--- src/hw/rtl/sse_pkg.sv ---
`default_nettype none
package sse_pkg;

    localparam int MEAS_W     = 24;
    localparam int TIME_W     = 32;
    localparam int MEAN_W     = 32;
    localparam int CHANGE_W   = 33;
    localparam int THR_W      = 24;
    localparam int NOISE_W    = 32;
    localparam int MINS_W     = 6;
    localparam int MCOUNT_W   = 16;
    localparam int PROD_W     = 49;
    localparam int DIVIDEND_W = 48;
    localparam int DIVISOR_W  = 17;
    localparam int QUOT_W     = 32;
    localparam int CFG_IDX_W  = 2;
    localparam int CFG_DATA_W = 32;

    localparam logic [CFG_IDX_W-1:0] CFG_JUMP_THRESHOLD = 2'd0;
    localparam logic [CFG_IDX_W-1:0] CFG_NOISE_LEVEL    = 2'd1;
    localparam logic [CFG_IDX_W-1:0] CFG_MIN_SAMPLES    = 2'd2;

    localparam logic [1:0] ST_NONE     = 2'd0;
    localparam logic [1:0] ST_HEADER   = 2'd1;
    localparam logic [1:0] ST_CAPTURED = 2'd2;
    localparam logic [1:0] ST_DROPPED  = 2'd3;

    typedef enum logic [3:0] {
        S_IDLE,
        S_EVAL,
        S_DIVSTART,
        S_DIV,
        S_NONE,
        S_DROP,
        S_HDR,
        S_FETCH,
        S_CAP
    } state_t;

endpackage
`default_nettype wire

--- src/hw/rtl/sse_divider.sv ---
`default_nettype none
module sse_divider
(
    input  wire logic                             clk,
    input  wire logic                             rst_n,
    input  wire logic                             start,
    input  wire logic [sse_pkg::DIVIDEND_W-1:0]   dividend,
    input  wire logic [sse_pkg::DIVISOR_W-1:0]    divisor,
    output logic                                  done,
    output logic [sse_pkg::QUOT_W-1:0]            quotient
);

    localparam int REM_W = sse_pkg::DIVISOR_W + 1;
    localparam int CNT_W = $clog2(sse_pkg::QUOT_W);

    logic [REM_W-1:0]           rem_reg;
    logic [sse_pkg::QUOT_W-1:0] quot_reg;
    logic [CNT_W-1:0]           step_reg;
    logic                       busy_reg;
    logic                       done_reg;
    logic [REM_W-1:0]           shifted;
    logic                       fits;

    // The quotient is known to fit in QUOT_W bits, so the upper dividend bits
    // already sit below the divisor and seed the remainder directly.
    assign shifted = {rem_reg[REM_W-2:0], quot_reg[sse_pkg::QUOT_W-1]};
    assign fits    = shifted >= {1'b0, divisor};

    always_ff @(posedge clk or negedge rst_n)
    begin
        if (!rst_n)
        begin
            busy_reg <= 1'b0;
            done_reg <= 1'b0;
            step_reg <= '0;
        end
        else
        begin
            done_reg <= 1'b0;
            if (start)
            begin
                busy_reg <= 1'b1;
                step_reg <= '0;
            end
            else if (busy_reg)
            begin
                step_reg <= step_reg + 1'b1;
                if (step_reg == CNT_W'(sse_pkg::QUOT_W - 1))
                begin
                    busy_reg <= 1'b0;
                    done_reg <= 1'b1;
                end
            end
        end
    end

    always_ff @(posedge clk)
    begin
        if (start)
        begin
            rem_reg  <= REM_W'(dividend[sse_pkg::DIVIDEND_W-1:sse_pkg::QUOT_W]);
            quot_reg <= dividend[sse_pkg::QUOT_W-1:0];
        end
        else if (busy_reg)
        begin
            rem_reg  <= fits ? (shifted - {1'b0, divisor}) : shifted;
            quot_reg <= {quot_reg[sse_pkg::QUOT_W-2:0], fits};
        end
    end

    assign done     = done_reg;
    assign quotient = quot_reg;

endmodule
`default_nettype wire

--- src/hw/rtl/sse_capture_mem.sv ---
`default_nettype none
module sse_capture_mem
#(
    parameter int DEPTH = 32,
    parameter int AW    = 5
)
(
    input  wire logic                              clk,
    input  wire logic                              we,
    input  wire logic [AW-1:0]                     waddr,
    input  wire logic signed [sse_pkg::MEAS_W-1:0] wdata,
    input  wire logic [AW-1:0]                     raddr,
    output logic signed [sse_pkg::MEAS_W-1:0]      rdata
);

    logic signed [sse_pkg::MEAS_W-1:0] mem [DEPTH];
    logic signed [sse_pkg::MEAS_W-1:0] rdata_reg;

    always_ff @(posedge clk)
    begin
        if (we)
        begin
            mem[waddr] <= wdata;
        end
        rdata_reg <= mem[raddr];
    end

    assign rdata = rdata_reg;

endmodule
`default_nettype wire

--- src/hw/rtl/steady_state_edge_detector.sv ---
`default_nettype none
// Channel  | Direction | Handshake         | Payload
// input    | in        | in_valid/in_stall | action, sample_time, measurement
// output   | out       | out_valid/out_stall | status .. last
// config   | in        | cfg_write         | cfg_index, cfg_data
//
// A start item is evaluated and then waits for the output; a sample that is kept
// also runs the 32-step serial divider for the running mean, and each captured
// sample emitted takes a memory read (S_FETCH) and an output load (S_CAP).
// rst_n clears all control and detector state asynchronously; the capture
// memory is not cleared, and entries are only read after being written.
// A stalled output holds its item; the block waits in its emit state meanwhile.
module steady_state_edge_detector
#(
    parameter int MAX_SAMPLES = 32
)
(
    input  wire logic                                  clk,
    input  wire logic                                  rst_n,
    input  wire logic                                  cfg_write,
    input  wire logic [sse_pkg::CFG_IDX_W-1:0]         cfg_index,
    input  wire logic [sse_pkg::CFG_DATA_W-1:0]        cfg_data,
    input  wire logic                                  in_valid,
    output logic                                       in_stall,
    input  wire logic                                  action,
    input  wire logic [sse_pkg::TIME_W-1:0]            sample_time,
    input  wire logic signed [sse_pkg::MEAS_W-1:0]     measurement,
    output logic                                       out_valid,
    input  wire logic                                  out_stall,
    output logic [1:0]                                 status,
    output logic [sse_pkg::TIME_W-1:0]                 start_time,
    output logic [sse_pkg::TIME_W-1:0]                 end_time,
    output logic signed [sse_pkg::CHANGE_W-1:0]        power_change,
    output logic signed [sse_pkg::MEAS_W-1:0]          captured_value,
    output logic [$clog2(MAX_SAMPLES+1)-1:0]           captured_count,
    output logic                                       last
);

    localparam int CNT_W = $clog2(MAX_SAMPLES + 1);
    localparam int IDX_W = (MAX_SAMPLES > 1) ? $clog2(MAX_SAMPLES) : 1;
    localparam int MW    = sse_pkg::MEAS_W;
    localparam int TW    = sse_pkg::TIME_W;

    sse_pkg::state_t state_reg, state_next;

    logic                               action_reg;
    logic [TW-1:0]                      time_reg;
    logic signed [MW-1:0]               meas_reg;

    logic [sse_pkg::THR_W-1:0]          thr_reg;
    logic [sse_pkg::NOISE_W-1:0]        noise_reg;
    logic [sse_pkg::MINS_W-1:0]         mins_reg;

    logic signed [MW-1:0]               prev_meas_reg;
    logic [TW-1:0]                      prev_time_reg;
    logic signed [sse_pkg::MEAN_W-1:0]  mean_reg;
    logic signed [sse_pkg::MEAN_W-1:0]  level_reg;
    logic [sse_pkg::MCOUNT_W-1:0]       mcount_reg;
    logic                               in_tr_reg;
    logic [TW-1:0]                      cap_start_reg;
    logic [TW-1:0]                      cap_end_reg;
    logic [CNT_W-1:0]                   cap_len_reg;
    logic [MAX_SAMPLES-1:0]             hist_reg;
    logic [CNT_W-1:0]                   hist_len_reg;

    logic signed [sse_pkg::PROD_W-1:0]  prod_reg;
    logic [sse_pkg::DIVISOR_W-1:0]      divisor_reg;
    logic                               neg_reg;

    logic                               hdr_flag_reg;
    logic [TW-1:0]                      hdr_start_reg;
    logic [TW-1:0]                      hdr_end_reg;
    logic signed [sse_pkg::CHANGE_W-1:0] hdr_change_reg;
    logic [CNT_W-1:0]                   hdr_len_reg;
    logic [CNT_W-1:0]                   rd_idx_reg;

    logic                               out_valid_reg;
    logic [1:0]                         status_reg;
    logic [TW-1:0]                      start_time_reg;
    logic [TW-1:0]                      end_time_reg;
    logic signed [sse_pkg::CHANGE_W-1:0] power_change_reg;
    logic signed [MW-1:0]               captured_value_reg;
    logic [CNT_W-1:0]                   captured_count_reg;
    logic                               last_reg;

    // Evaluation of one sample.
    logic signed [MW:0]                 diff;
    logic [MW:0]                        adiff;
    logic                               jump;
    logic                               want_cap;
    logic                               full;
    logic                               drop;
    logic [CNT_W-1:0]                   cap_len_a;
    logic [TW-1:0]                      cap_start_a;
    logic [TW-1:0]                      cap_end_a;
    logic [CNT_W-1:0]                   n_lim;
    logic [MAX_SAMPLES-1:0]             hist_sh;
    logic [MAX_SAMPLES-1:0]             hist_a;
    logic [MAX_SAMPLES-1:0]             hist_mask;
    logic [CNT_W-1:0]                   hist_len_a;
    logic                               steady;
    logic signed [sse_pkg::CHANGE_W-1:0] lt;
    logic [sse_pkg::CHANGE_W-1:0]       lt_mag;
    logic                               report;

    logic signed [sse_pkg::PROD_W-1:0]  num;
    logic [sse_pkg::PROD_W-1:0]         num_mag;
    logic                               div_start;
    logic                               div_done;
    logic [sse_pkg::QUOT_W-1:0]         div_quot;

    logic                               mem_we;
    logic signed [MW-1:0]               mem_rdata;

    logic                               out_free;
    logic                               out_load;
    logic [1:0]                         ld_status;
    logic [TW-1:0]                      ld_start;
    logic [TW-1:0]                      ld_end;
    logic signed [sse_pkg::CHANGE_W-1:0] ld_change;
    logic signed [MW-1:0]               ld_value;
    logic [CNT_W-1:0]                   ld_count;
    logic                               ld_last;
    logic                               cap_final;

    assign out_free  = !out_valid_reg || !out_stall;
    assign cap_final = (rd_idx_reg + 1'b1) == hdr_len_reg;

    always_comb
    begin
        diff  = {meas_reg[MW-1], meas_reg} - {prev_meas_reg[MW-1], prev_meas_reg};
        adiff = diff[MW] ? (MW+1)'(-diff) : diff;
        jump  = adiff > {1'b0, thr_reg};

        want_cap    = in_tr_reg || jump;
        full        = cap_len_reg >= CNT_W'(MAX_SAMPLES);
        drop        = want_cap && full;
        cap_len_a   = want_cap ? cap_len_reg + 1'b1 : cap_len_reg;
        cap_start_a = (!in_tr_reg && jump && (cap_len_reg == '0)) ? prev_time_reg
                                                                  : cap_start_reg;
        cap_end_a   = (in_tr_reg && !jump) ? prev_time_reg : cap_end_reg;

        // A minimum above the history depth acts as the full depth.
        if ({1'b0, mins_reg} > (sse_pkg::MINS_W+1)'(MAX_SAMPLES))
        begin
            n_lim = CNT_W'(MAX_SAMPLES);
        end
        else
        begin
            n_lim = CNT_W'(mins_reg);
        end

        hist_sh = hist_reg >> 1;
        for (int i = 0; i < MAX_SAMPLES; i++)
        begin
            hist_mask[i] = i < int'(n_lim);
            if (hist_len_reg < n_lim)
            begin
                hist_a[i] = (i == int'(hist_len_reg)) ? jump : hist_reg[i];
            end
            else if (n_lim != '0)
            begin
                if (i < int'(n_lim) - 1)
                begin
                    hist_a[i] = hist_sh[i];
                end
                else if (i == int'(n_lim) - 1)
                begin
                    hist_a[i] = jump;
                end
                else
                begin
                    hist_a[i] = hist_reg[i];
                end
            end
            else
            begin
                hist_a[i] = hist_reg[i];
            end
        end
        hist_len_a = (hist_len_reg < n_lim) ? hist_len_reg + 1'b1 : hist_len_reg;
        steady     = (hist_len_a == n_lim) && ((hist_a & hist_mask) == '0);

        lt     = {mean_reg[sse_pkg::MEAN_W-1], mean_reg}
               - {level_reg[sse_pkg::MEAN_W-1], level_reg};
        lt_mag = lt[sse_pkg::CHANGE_W-1] ? sse_pkg::CHANGE_W'(-lt) : lt;
        report = steady && (lt_mag > {1'b0, noise_reg});

        num     = prod_reg + sse_pkg::PROD_W'($signed({meas_reg, 8'b0}));
        num_mag = num[sse_pkg::PROD_W-1] ? sse_pkg::PROD_W'(-num) : num;
    end

    assign div_start = state_reg == sse_pkg::S_DIVSTART;
    assign mem_we    = (state_reg == sse_pkg::S_EVAL) && action_reg && want_cap && !full;

    sse_divider u_divider
    (
        .clk      (clk),
        .rst_n    (rst_n),
        .start    (div_start),
        .dividend (num_mag[sse_pkg::DIVIDEND_W-1:0]),
        .divisor  (divisor_reg),
        .done     (div_done),
        .quotient (div_quot)
    );

    sse_capture_mem
    #(
        .DEPTH (MAX_SAMPLES),
        .AW    (IDX_W)
    )
    u_capture_mem
    (
        .clk   (clk),
        .we    (mem_we),
        .waddr (cap_len_reg[IDX_W-1:0]),
        .wdata (prev_meas_reg),
        .raddr (rd_idx_reg[IDX_W-1:0]),
        .rdata (mem_rdata)
    );

    always_comb
    begin
        state_next = state_reg;
        unique case (state_reg)
            sse_pkg::S_IDLE:
            begin
                if (in_valid)
                begin
                    state_next = sse_pkg::S_EVAL;
                end
            end
            sse_pkg::S_EVAL:
            begin
                priority if (!action_reg)
                begin
                    state_next = sse_pkg::S_NONE;
                end
                else if (drop)
                begin
                    state_next = sse_pkg::S_DROP;
                end
                else
                begin
                    state_next = sse_pkg::S_DIVSTART;
                end
            end
            sse_pkg::S_DIVSTART:
            begin
                state_next = sse_pkg::S_DIV;
            end
            sse_pkg::S_DIV:
            begin
                if (div_done)
                begin
                    state_next = hdr_flag_reg ? sse_pkg::S_HDR : sse_pkg::S_NONE;
                end
            end
            sse_pkg::S_NONE, sse_pkg::S_DROP:
            begin
                if (out_free)
                begin
                    state_next = sse_pkg::S_IDLE;
                end
            end
            sse_pkg::S_HDR:
            begin
                if (out_free)
                begin
                    state_next = (hdr_len_reg == '0) ? sse_pkg::S_IDLE : sse_pkg::S_FETCH;
                end
            end
            sse_pkg::S_FETCH:
            begin
                state_next = sse_pkg::S_CAP;
            end
            sse_pkg::S_CAP:
            begin
                if (out_free)
                begin
                    state_next = cap_final ? sse_pkg::S_IDLE : sse_pkg::S_FETCH;
                end
            end
            default:
            begin
                state_next = sse_pkg::S_IDLE;
            end
        endcase
    end

    always_comb
    begin
        out_load  = 1'b0;
        ld_status = sse_pkg::ST_NONE;
        ld_start  = '0;
        ld_end    = '0;
        ld_change = '0;
        ld_value  = '0;
        ld_count  = cap_len_reg;
        ld_last   = 1'b1;
        unique case (state_reg)
            sse_pkg::S_NONE:
            begin
                out_load = out_free;
            end
            sse_pkg::S_DROP:
            begin
                out_load  = out_free;
                ld_status = sse_pkg::ST_DROPPED;
            end
            sse_pkg::S_HDR:
            begin
                out_load  = out_free;
                ld_status = sse_pkg::ST_HEADER;
                ld_start  = hdr_start_reg;
                ld_end    = hdr_end_reg;
                ld_change = hdr_change_reg;
                ld_count  = hdr_len_reg;
                ld_last   = hdr_len_reg == '0;
            end
            sse_pkg::S_CAP:
            begin
                out_load  = out_free;
                ld_status = sse_pkg::ST_CAPTURED;
                ld_value  = mem_rdata;
                ld_count  = hdr_len_reg;
                ld_last   = cap_final;
            end
            default:
            begin
                out_load = 1'b0;
            end
        endcase
    end

    always_ff @(posedge clk or negedge rst_n)
    begin
        if (!rst_n)
        begin
            state_reg     <= sse_pkg::S_IDLE;
            out_valid_reg <= 1'b0;
            thr_reg       <= sse_pkg::THR_W'(15);
            noise_reg     <= sse_pkg::NOISE_W'(17920);
            mins_reg      <= sse_pkg::MINS_W'(3);
            prev_meas_reg <= '0;
            prev_time_reg <= '0;
            mean_reg      <= '0;
            level_reg     <= '0;
            mcount_reg    <= '0;
            in_tr_reg     <= 1'b0;
            cap_start_reg <= '0;
            cap_end_reg   <= '0;
            cap_len_reg   <= '0;
            hist_reg      <= '0;
            hist_len_reg  <= '0;
            hdr_flag_reg  <= 1'b0;
            rd_idx_reg    <= '0;
        end
        else
        begin
            state_reg <= state_next;

            if (out_load)
            begin
                out_valid_reg <= 1'b1;
            end
            else if (!out_stall)
            begin
                out_valid_reg <= 1'b0;
            end

            if (cfg_write)
            begin
                unique case (cfg_index)
                    sse_pkg::CFG_JUMP_THRESHOLD: thr_reg   <= cfg_data[sse_pkg::THR_W-1:0];
                    sse_pkg::CFG_NOISE_LEVEL:    noise_reg <= cfg_data[sse_pkg::NOISE_W-1:0];
                    sse_pkg::CFG_MIN_SAMPLES:    mins_reg  <= cfg_data[sse_pkg::MINS_W-1:0];
                    default:                     ;
                endcase
            end

            if (state_reg == sse_pkg::S_EVAL)
            begin
                rd_idx_reg <= '0;
                if (!action_reg)
                begin
                    prev_meas_reg <= meas_reg;
                    prev_time_reg <= time_reg;
                    mean_reg      <= '0;
                    level_reg     <= {meas_reg, 8'b0};
                    mcount_reg    <= '0;
                    in_tr_reg     <= 1'b0;
                    cap_start_reg <= '0;
                    cap_end_reg   <= time_reg;
                    cap_len_reg   <= '0;
                    hist_reg      <= '0;
                    hist_len_reg  <= '0;
                    hdr_flag_reg  <= 1'b0;
                end
                else if (!drop)
                begin
                    cap_start_reg <= cap_start_a;
                    cap_end_reg   <= cap_end_a;
                    cap_len_reg   <= report ? '0 : cap_len_a;
                    hist_reg      <= hist_a;
                    hist_len_reg  <= hist_len_a;
                    hdr_flag_reg  <= report;
                    if (steady)
                    begin
                        level_reg <= mean_reg;
                    end
                    if (jump)
                    begin
                        mcount_reg <= '0;
                    end
                    else if (mcount_reg != '1)
                    begin
                        mcount_reg <= mcount_reg + 1'b1;
                    end
                    in_tr_reg     <= jump;
                    prev_meas_reg <= meas_reg;
                    prev_time_reg <= time_reg;
                end
            end

            if ((state_reg == sse_pkg::S_DIV) && div_done)
            begin
                mean_reg <= neg_reg ? -$signed(div_quot) : $signed(div_quot);
            end

            if ((state_reg == sse_pkg::S_CAP) && out_free)
            begin
                rd_idx_reg <= rd_idx_reg + 1'b1;
            end
        end
    end

    always_ff @(posedge clk)
    begin
        if ((state_reg == sse_pkg::S_IDLE) && in_valid)
        begin
            action_reg <= action;
            time_reg   <= sample_time;
            meas_reg   <= measurement;
        end
        if (state_reg == sse_pkg::S_EVAL)
        begin
            prod_reg       <= $signed({1'b0, mcount_reg}) * mean_reg;
            divisor_reg    <= sse_pkg::DIVISOR_W'(mcount_reg) + 1'b1;
            hdr_start_reg  <= (cap_len_a != '0) ? cap_start_a : prev_time_reg;
            hdr_end_reg    <= cap_end_a;
            hdr_change_reg <= lt;
            hdr_len_reg    <= cap_len_a;
        end
        if (state_reg == sse_pkg::S_DIVSTART)
        begin
            neg_reg <= num[sse_pkg::PROD_W-1];
        end
        if (out_load)
        begin
            status_reg         <= ld_status;
            start_time_reg     <= ld_start;
            end_time_reg       <= ld_end;
            power_change_reg   <= ld_change;
            captured_value_reg <= ld_value;
            captured_count_reg <= ld_count;
            last_reg           <= ld_last;
        end
    end

    assign in_stall       = state_reg != sse_pkg::S_IDLE;
    assign out_valid      = out_valid_reg;
    assign status         = status_reg;
    assign start_time     = start_time_reg;
    assign end_time       = end_time_reg;
    assign power_change   = power_change_reg;
    assign captured_value = captured_value_reg;
    assign captured_count = captured_count_reg;
    assign last           = last_reg;

`ifndef NO_ASSERTIONS
    a_cap_len_bound: assert property (@(posedge clk) disable iff (!rst_n)
        cap_len_reg <= CNT_W'(MAX_SAMPLES))
        else $error("capture length exceeds the store depth");

    a_div_done_state: assert property (@(posedge clk) disable iff (!rst_n)
        div_done |-> (state_reg == sse_pkg::S_DIV))
        else $error("divider finished outside the divide state");

    a_busy_after_accept: assert property (@(posedge clk) disable iff (!rst_n)
        (in_valid && !in_stall) |=> in_stall)
        else $error("block ready again right after taking an item");

    a_load_needs_room: assert property (@(posedge clk) disable iff (!rst_n)
        (out_load && out_valid_reg) |-> !out_stall)
        else $error("output overwritten while stalled");
`endif

endmodule
`default_nettype wire

--- config.mk ---
export PLATFORM = sky130hd
export DESIGN_NAME = steady_state_edge_detector
export DESIGN_NICKNAME = d
export VERILOG_FILES = /design/src/hw/rtl/sse_pkg.sv /design/src/hw/rtl/sse_divider.sv /design/src/hw/rtl/sse_capture_mem.sv /design/src/hw/rtl/steady_state_edge_detector.sv
export SDC_FILE = /design/constraint.sdc
export NUM_CORES = 2
export LEC_CHECK = 0
export BUFFER_PORTS_ARGS = -buffer_cell sky130_fd_sc_hd__clkbuf_2
export CAP_MARGIN = 20
export CELL_PAD_IN_SITES_DETAIL_PLACEMENT = 0
export CELL_PAD_IN_SITES_GLOBAL_PLACEMENT = 1
export CORE_MARGIN = 3
export CORE_UTILIZATION = 51
export CTS_BUF_LIST = sky130_fd_sc_hd__clkbuf_4
export CTS_CLUSTER_SIZE = 12
export DETAILED_ROUTE_END_ITERATION = 16
export PLACE_DENSITY_LB_ADDON = 0.1
export SYNTH_ARGS = -nofsm -noshare
export SYNTH_HDL_FRONTEND = slang
export SYNTH_SLANG_ARGS = --single-unit
export TNS_END_PERCENT = 1
--- constraint.sdc ---
create_clock -name clk -period 9.8 [get_ports clk]
set_input_delay 1.47 -clock clk [delete_from_list [all_inputs] [get_ports clk]]
set_output_delay 1.47 -clock clk [all_outputs]
set_load 0.01 [all_outputs]
**Word-level counts from Yosys, hierarchy flattened**

Memories as Yosys holds them, arrays and structs flattened. A register that Yosys moved wholly into a read port is not among the register bits.
Cells that the tools add are included.
Widths: inputs -> output; s select.

- Add/sub/neg operators: 15
- Reductions and logical operators: 43
- Multipliers: 1
- $lt $le $gt $ge: 70
- Equal/unequal tests: 86
- Bitwise logic cells: 1
- Muxes and demuxes: 233

Operators with widths:

| kind | number |
|---|---|
| $mux 32 | 20 |
| $mux 1 | 175 |
| $eq 6x7->1 const A | 16 |
| $lt 6x7->1 const A | 16 |
| $eq 6x6->1 const A | 16 |
| $lt 5x6->1 const A | 16 |
| $mux 16 | 6 |
| $mux 6 | 11 |
| $logic_not 32->1 | 2 |
| $eq 5x7->1 const A | 8 |
| $lt 5x7->1 const A | 8 |
| $add 49x32->49 | 1 |
| $mul 17x32->49 | 1 |
| $eq 5x6->1 const A | 8 |
| $lt 4x6->1 const A | 8 |
| $mux 24 | 2 |
| $mux 48 | 1 |
| $neg 48->48 | 1 |
| $gt 33x32->1 | 1 |
| $mux 33 | 1 |
| $neg 33->33 | 1 |
| $sub 32x32->33 | 1 |
| $and 32x32->32 | 1 |
| $neg 32->32 | 1 |
| 61 further kinds | 127 |

- Memory bits (writable): 768
- Register bits: 732
- Memories: 1
- Word-level logic and storage cells: 491
- Input bits: 96

Memories:

| name | words | width | read ports | clocked after Yosys merged registers in | write ports | RTL line | RTL |
|---|---|---|---|---|---|---|---|
| u_capture_mem.mem | 32 | 24 | 1 | 1 | 1 | sse_capture_mem.sv:16 | `logic signed [sse_pkg::MEAS_W-1:0] mem [DEPTH];` |

**Longest topological paths before layout**

- Depth in word-level cells: 15
- Depth in mapped cells: 39
- Depth with buffers taken out: 36

**Hierarchy**

A second synthesis with hierarchy kept.

- Cells, all modules: 7708
- Area total of the unflattened synthesis: 89383.2 um^2

By module, submodules not included:

| module | cells each | area an instance (um^2) | sequential area each (um^2) | instances |
|---|---|---|---|---|
| steady_state_edge_detector | 5679 | 55403.1 | 18714.2 | 1 |
| sse_capture_mem | 1711 | 30478.0 | 23542.6 | 1 |
| sse_divider | 318 | 3502.1 | 1636.6 | 1 |

**Worst setup path before layout**

Ideal clock, no wire load.

- Path type: input-to-reg
- From: in out_stall
- To: reg captured_count_reg[0], in the netlist captured_count[0], enable pin
- Cell stages on the path: 1
- Data required time: 9.138 ns
- Arrival: 7.748 ns
- Setup slack: 1.390 ns
- Setup time: 0.662 ns
- Path through: a21oi_1

- Longest elaborated chain between the ends: 3

Ends and longest elaborated chain:

| element | RTL line | RTL |
|---|---|---|
| from (decl) | steady_state_edge_detector.sv:29 | `input wire logic out_stall,` |
| $logic_not 1->1 | -- |  |
| $logic_or 1x1->1 | steady_state_edge_detector.sv:126 | `assign out_free = !out_valid_reg \|\| !out_stall;` |
| $mux 1 | steady_state_edge_detector.sv:301 | `unique case (state_reg)` |
| to (signal assigned) | steady_state_edge_detector.sv:466 | `captured_count_reg <= ld_count;` |
| to (decl) | steady_state_edge_detector.sv:83 | `logic [CNT_W-1:0] captured_count_reg;` |

Every way passes these cells.
A chain may end at the register's enable or synchronous reset.

**Final worst setup path**

- From: reg prev_meas_reg[1]
- To: reg level_reg[29] in the netlist's numbering

- Longest elaborated chain between the ends: 13

Ends and longest elaborated chain:

| element | RTL line | RTL |
|---|---|---|
| from (decl) | steady_state_edge_detector.sv:54 | `logic signed [MW-1:0] prev_meas_reg;` |
| from (signal assigned) | steady_state_edge_detector.sv:387 | `prev_meas_reg <= meas_reg;` |
| from (signal assigned) | steady_state_edge_detector.sv:421 | `prev_meas_reg <= meas_reg;` |
| $sub 24x24->25 * | steady_state_edge_detector.sv:131 | `diff = {meas_reg[MW-1], meas_reg} - {prev_meas_reg[MW-1], prev_meas_reg};` |
| $neg 25->25 | steady_state_edge_detector.sv:132 | `adiff = diff[MW] ? (MW+1)'(-diff) : diff;` |
| $mux 25 * | steady_state_edge_detector.sv:132 |  |
| $gt 25x24->1 * | steady_state_edge_detector.sv:133 | `jump = adiff > {1'b0, thr_reg};` |
| $mux 1 | steady_state_edge_detector.sv:167 | `else if (i == int'(n_lim) - 1)` |
| $mux 1 | steady_state_edge_detector.sv:163 | `if (i < int'(n_lim) - 1)` |
| $mux 1 | steady_state_edge_detector.sv:161 | `else if (n_lim != '0)` |
| $mux 1 | steady_state_edge_detector.sv:157 | `if (hist_len_reg < n_lim)` |
| $and 32x32->32 | steady_state_edge_detector.sv:182 | `steady = (hist_len_a == n_lim) && ((hist_a & hist_mask) == '0);` |
| $logic_not 32->1 | steady_state_edge_detector.sv:182 |  |
| $logic_and 1x1->1 | steady_state_edge_detector.sv:182 |  |
| $ne 2x1->1 (no line) | -- |  |
| $reduce_and 3->1 (no line) * | -- |  |
| to (signal assigned) | steady_state_edge_detector.sv:390 | `level_reg <= {meas_reg, 8'b0};` |
| to (signal assigned) | steady_state_edge_detector.sv:410 | `level_reg <= mean_reg;` |
| to (decl) | steady_state_edge_detector.sv:57 | `logic signed [sse_pkg::MEAN_W-1:0] level_reg;` |

Every way passes the cells marked *; elsewhere a longest branch is shown, timed or not.

==> results by group <==
Run status
  – Status: finished clean

GRT
  – First-pass GRT wire length: 389.9 mm
  – Initial antenna violation count: 9
  – GRT Total Usage: 0.2885
  – Grt ovf: 0
  – Number of global-route vias before repair: just over 60000
  – Largest net degree at the start of global routing: 105

Yosys
  – Area contributors post-synth: edfxtp_1 (40%), fa_1 (11%), dfrtp_1 (8.9%)
  – Synth Flop Type: edfxtp_1
  – #FFs+latches synth: around 1500
  – Share of the synthesized area in the top cell type: 0.3954
  – Number of warning messages in the yosys log: 0
  – Top-count cell post-synth: edfxtp_1
  – Distinct cells, synth: between 100 and 150
  – Top cells by instance count after synthesis: edfxtp_1 (1173), nand2_1 (889), inv_1 (767), fa_1 (493), o21ai_0 (349)
  – Synth area leader: edfxtp_1
  – Syn Area/Cell: ~12 um2
  – Post-synthesis sequential area ratio: 0.4927
  – Synth Instances: ~7400
  – Synthesized cell area: roughly 0.089 mm2
  – Syn_nets: 8299
  – EDFF count, synth: around 1200
  – Synth async-reset ratio: 0.2139

Timing
  – Setup ws final: around 0.74 ns
  – Fin. Hold Viols: 0
  – Worst slew pin tran: 1.124 ns
  – # setup viols final: 0
  – Final period util: 0.9249
  – Crit path time final: 9.064 ns
  – Sum Neg Setup Slack: 0 ns
  – RSZ-0062 raised after global routing: no
  – Rel. slew slack: 0.2504
  – Fmax: between 100 and 150 MHz
  – Max Transition Viols Final: 0
  – Hold slack: slightly above 0.3 ns
  – Clk_skew: between 0.15 and 0.2 ns

Worst setup path
  – CP max stage delay: approximately 0.97 ns
  – CP top delay family: simple AND/OR/NAND/NOR gates
  – Startpoint types: register
  – Crit Path Class: register to register
  – Critical-path top delay cell: dfrtp_1
  – CP Capture Type: register
  – Critical path fanouts, max: 35
  – Crit path buffers/inverters: 4
  – Crit path DAT: slightly above 10 ns
  – Critical Path RT: between 10 and 15 ns

Routing
  – DR pass1 iterations: 10
  – Initial DRC Count: roughly 5300
  – Via count: about 61000
  – # DRC: 0
  – DRT Wirelength: ~260 mm
  – Avg WL per Cell: 24.62 um
  – Vias per inst: 5.779
  – Post-route antenna net violation count: 0

CTS
  – Clock-pin slew on the worst setup and hold paths: about 0.070 ns
  – Longest Clk Path Bufs: 4
  – CTS Buf Count: 395
  – CTS tree: built
  – Clock Sinks: 1524
  – CTS root buf: clkbuf_4
  – H-tree depth: 5
  – CTS resizes: 0
  – Worst-Skew Late Latency: 1.40 ns

Floorplan
  – # rows: ~150
  – Die area: between 0.15 and 0.2 mm2
  – Die height: approximately 420 um
  – Overall die width: ~420 um
  – IO Pins: around 230
  – Core area: ~0.17 mm2
  – Initial Util: 0.5159

Layout
  – Nets: slightly below 9000
  – FF/Latch Area: 0.04391 mm2
  – Final cell count without fillers: between 10000 and 15000
  – Layout cell share with drive strength beyond 1: 0.1864
  – Multi-input logic area: 0.04107 mm2
  – Final Cell Area: 0.09852 mm2
  – Number of flip-flops in the largest register: approximately 770
  – Fillers: around 15000
  – Fin util: 0.5705
  – Area Overhead vs Synth: 10.58%

Power
  – Worst vdd ir: about 0.00042 V
  – Power Total: between 20 and 30 mW
  – PwrDens: roughly 260 mW/mm2
  – Leak pwr: ~40 nW

Min path
  – Worst min path class: input pin to register

Placement
  – Cells after DPL: around 9700
  – Area post-placement: about 0.093 mm2
  – Final HPWL DP: 180.0 mm
  – Number of port buffers: roughly 230
  – Routability cong.: 0.9676
  – DP Worst Slack: a little under 0.9 ns

Flow run
  – Max cap viols: 0
[path summary, 6_finish.rpt]
kind	startpoint	endpoint	slack (ns)	depth (start not counted)
worst max register to register	prev_meas_reg[1]$_DFFE_PN0P_	level_reg[29]$_DFFE_PN0P_	0.74	30
worst max-delay path	prev_meas_reg[1]$_DFFE_PN0P_	level_reg[29]$_DFFE_PN0P_	0.74	30
worst min-delay path	sample_time[11]	time_reg[11]$_DFFE_PP_	0.31	1
max in group asynchronous	rst_n	mins_reg[4]$_DFFE_PN0P_	7.54	3
min in group asynchronous	rst_n	rd_idx_reg[1]$_DFFE_PN0P_	0.71	2
worst min register to register	cap_end_reg[14]$_DFFE_PN0P_	cap_end_reg[14]$_DFFE_PN0P_	0.47	2
[cell usage in the layout, fill, tap and decap left out, types with 51 or more instances in the layout]
cell      Yosys  layout
edfxtp_1   1173    1173
mux4_2      240     240
mux2_2      104     104
and3_1      122     121
clkbuf_4      0     601
a21o_1       78      78
xnor2_1     165     164
buf_4         6     181
fa_1        493     493
nand2b_1     55      54
nor3_1       83      83
xor2_1      131     131
and2_1      229     229
a22o_1       51      51
nand3_1     111     111
clkinv_1      2      90
ha_1        313     313
inv_1       767     767
a21oi_1     261     259
dfrtp_1     317     312
clkbuf_2      0     227
o21ai_0     349     349
nand2_1     889     887
nor2_1      326     292
[final cells by class]
type                       instances  share of cell area
antenna                           17           0.0004318
clock buffer                     601             0.04579
clock inverter                   107            0.004597
inverter                         773             0.02953
multi-input combinational       4722              0.4169
sequential                      1524              0.4457
tap                             2310             0.02934
timing repair buffer             420             0.02776
[cells by family (layout without fill, tap and decap cells)]
kind of cell	after synthesis	in the layout	share of synthesized area
simple gates	2040	2040	0.1085
flops	1524	1524	0.4927
compound gates	1190	1190	0.08637
buf+inv	1151	1901	0.04921
fa+ha+maj	806	806	0.1547
mux	390	390	0.07943
xor+xnor	296	296	0.02910
other cells	0	17	0
[timing repair]
action                                 in CTS  in global routing
setup buffers                               0                  0
hold buffers                                1                  0
endpoints found under the hold margin      21                  0
[power breakdown]
part | leakage (nW) | switching (mW) | internal [mW]
Combinational | 21.4 | 6.88 | 3.76
Sequential | 15.3 | 0.815 | 8.93
Clock | 2.99 | 2.59 | 2.82
Total | 39.6 | 10.3 | 15.5
[layer usage]
| metal | up-vias | wire length (um) | track usage |
|---|---|---|---|
| li1 | 27200 | - | - |
| met1 | 30830 | 105600 | 0.3760 |
| met2 | 2129 | 129600 | 0.4935 |
| met3 | 370 | 15500 | 0.04632 |
| met4 | 0 | 7189 | 0.09588 |
| met5 | - | 0 | 0 |
(Power assumes the default switching activity.)
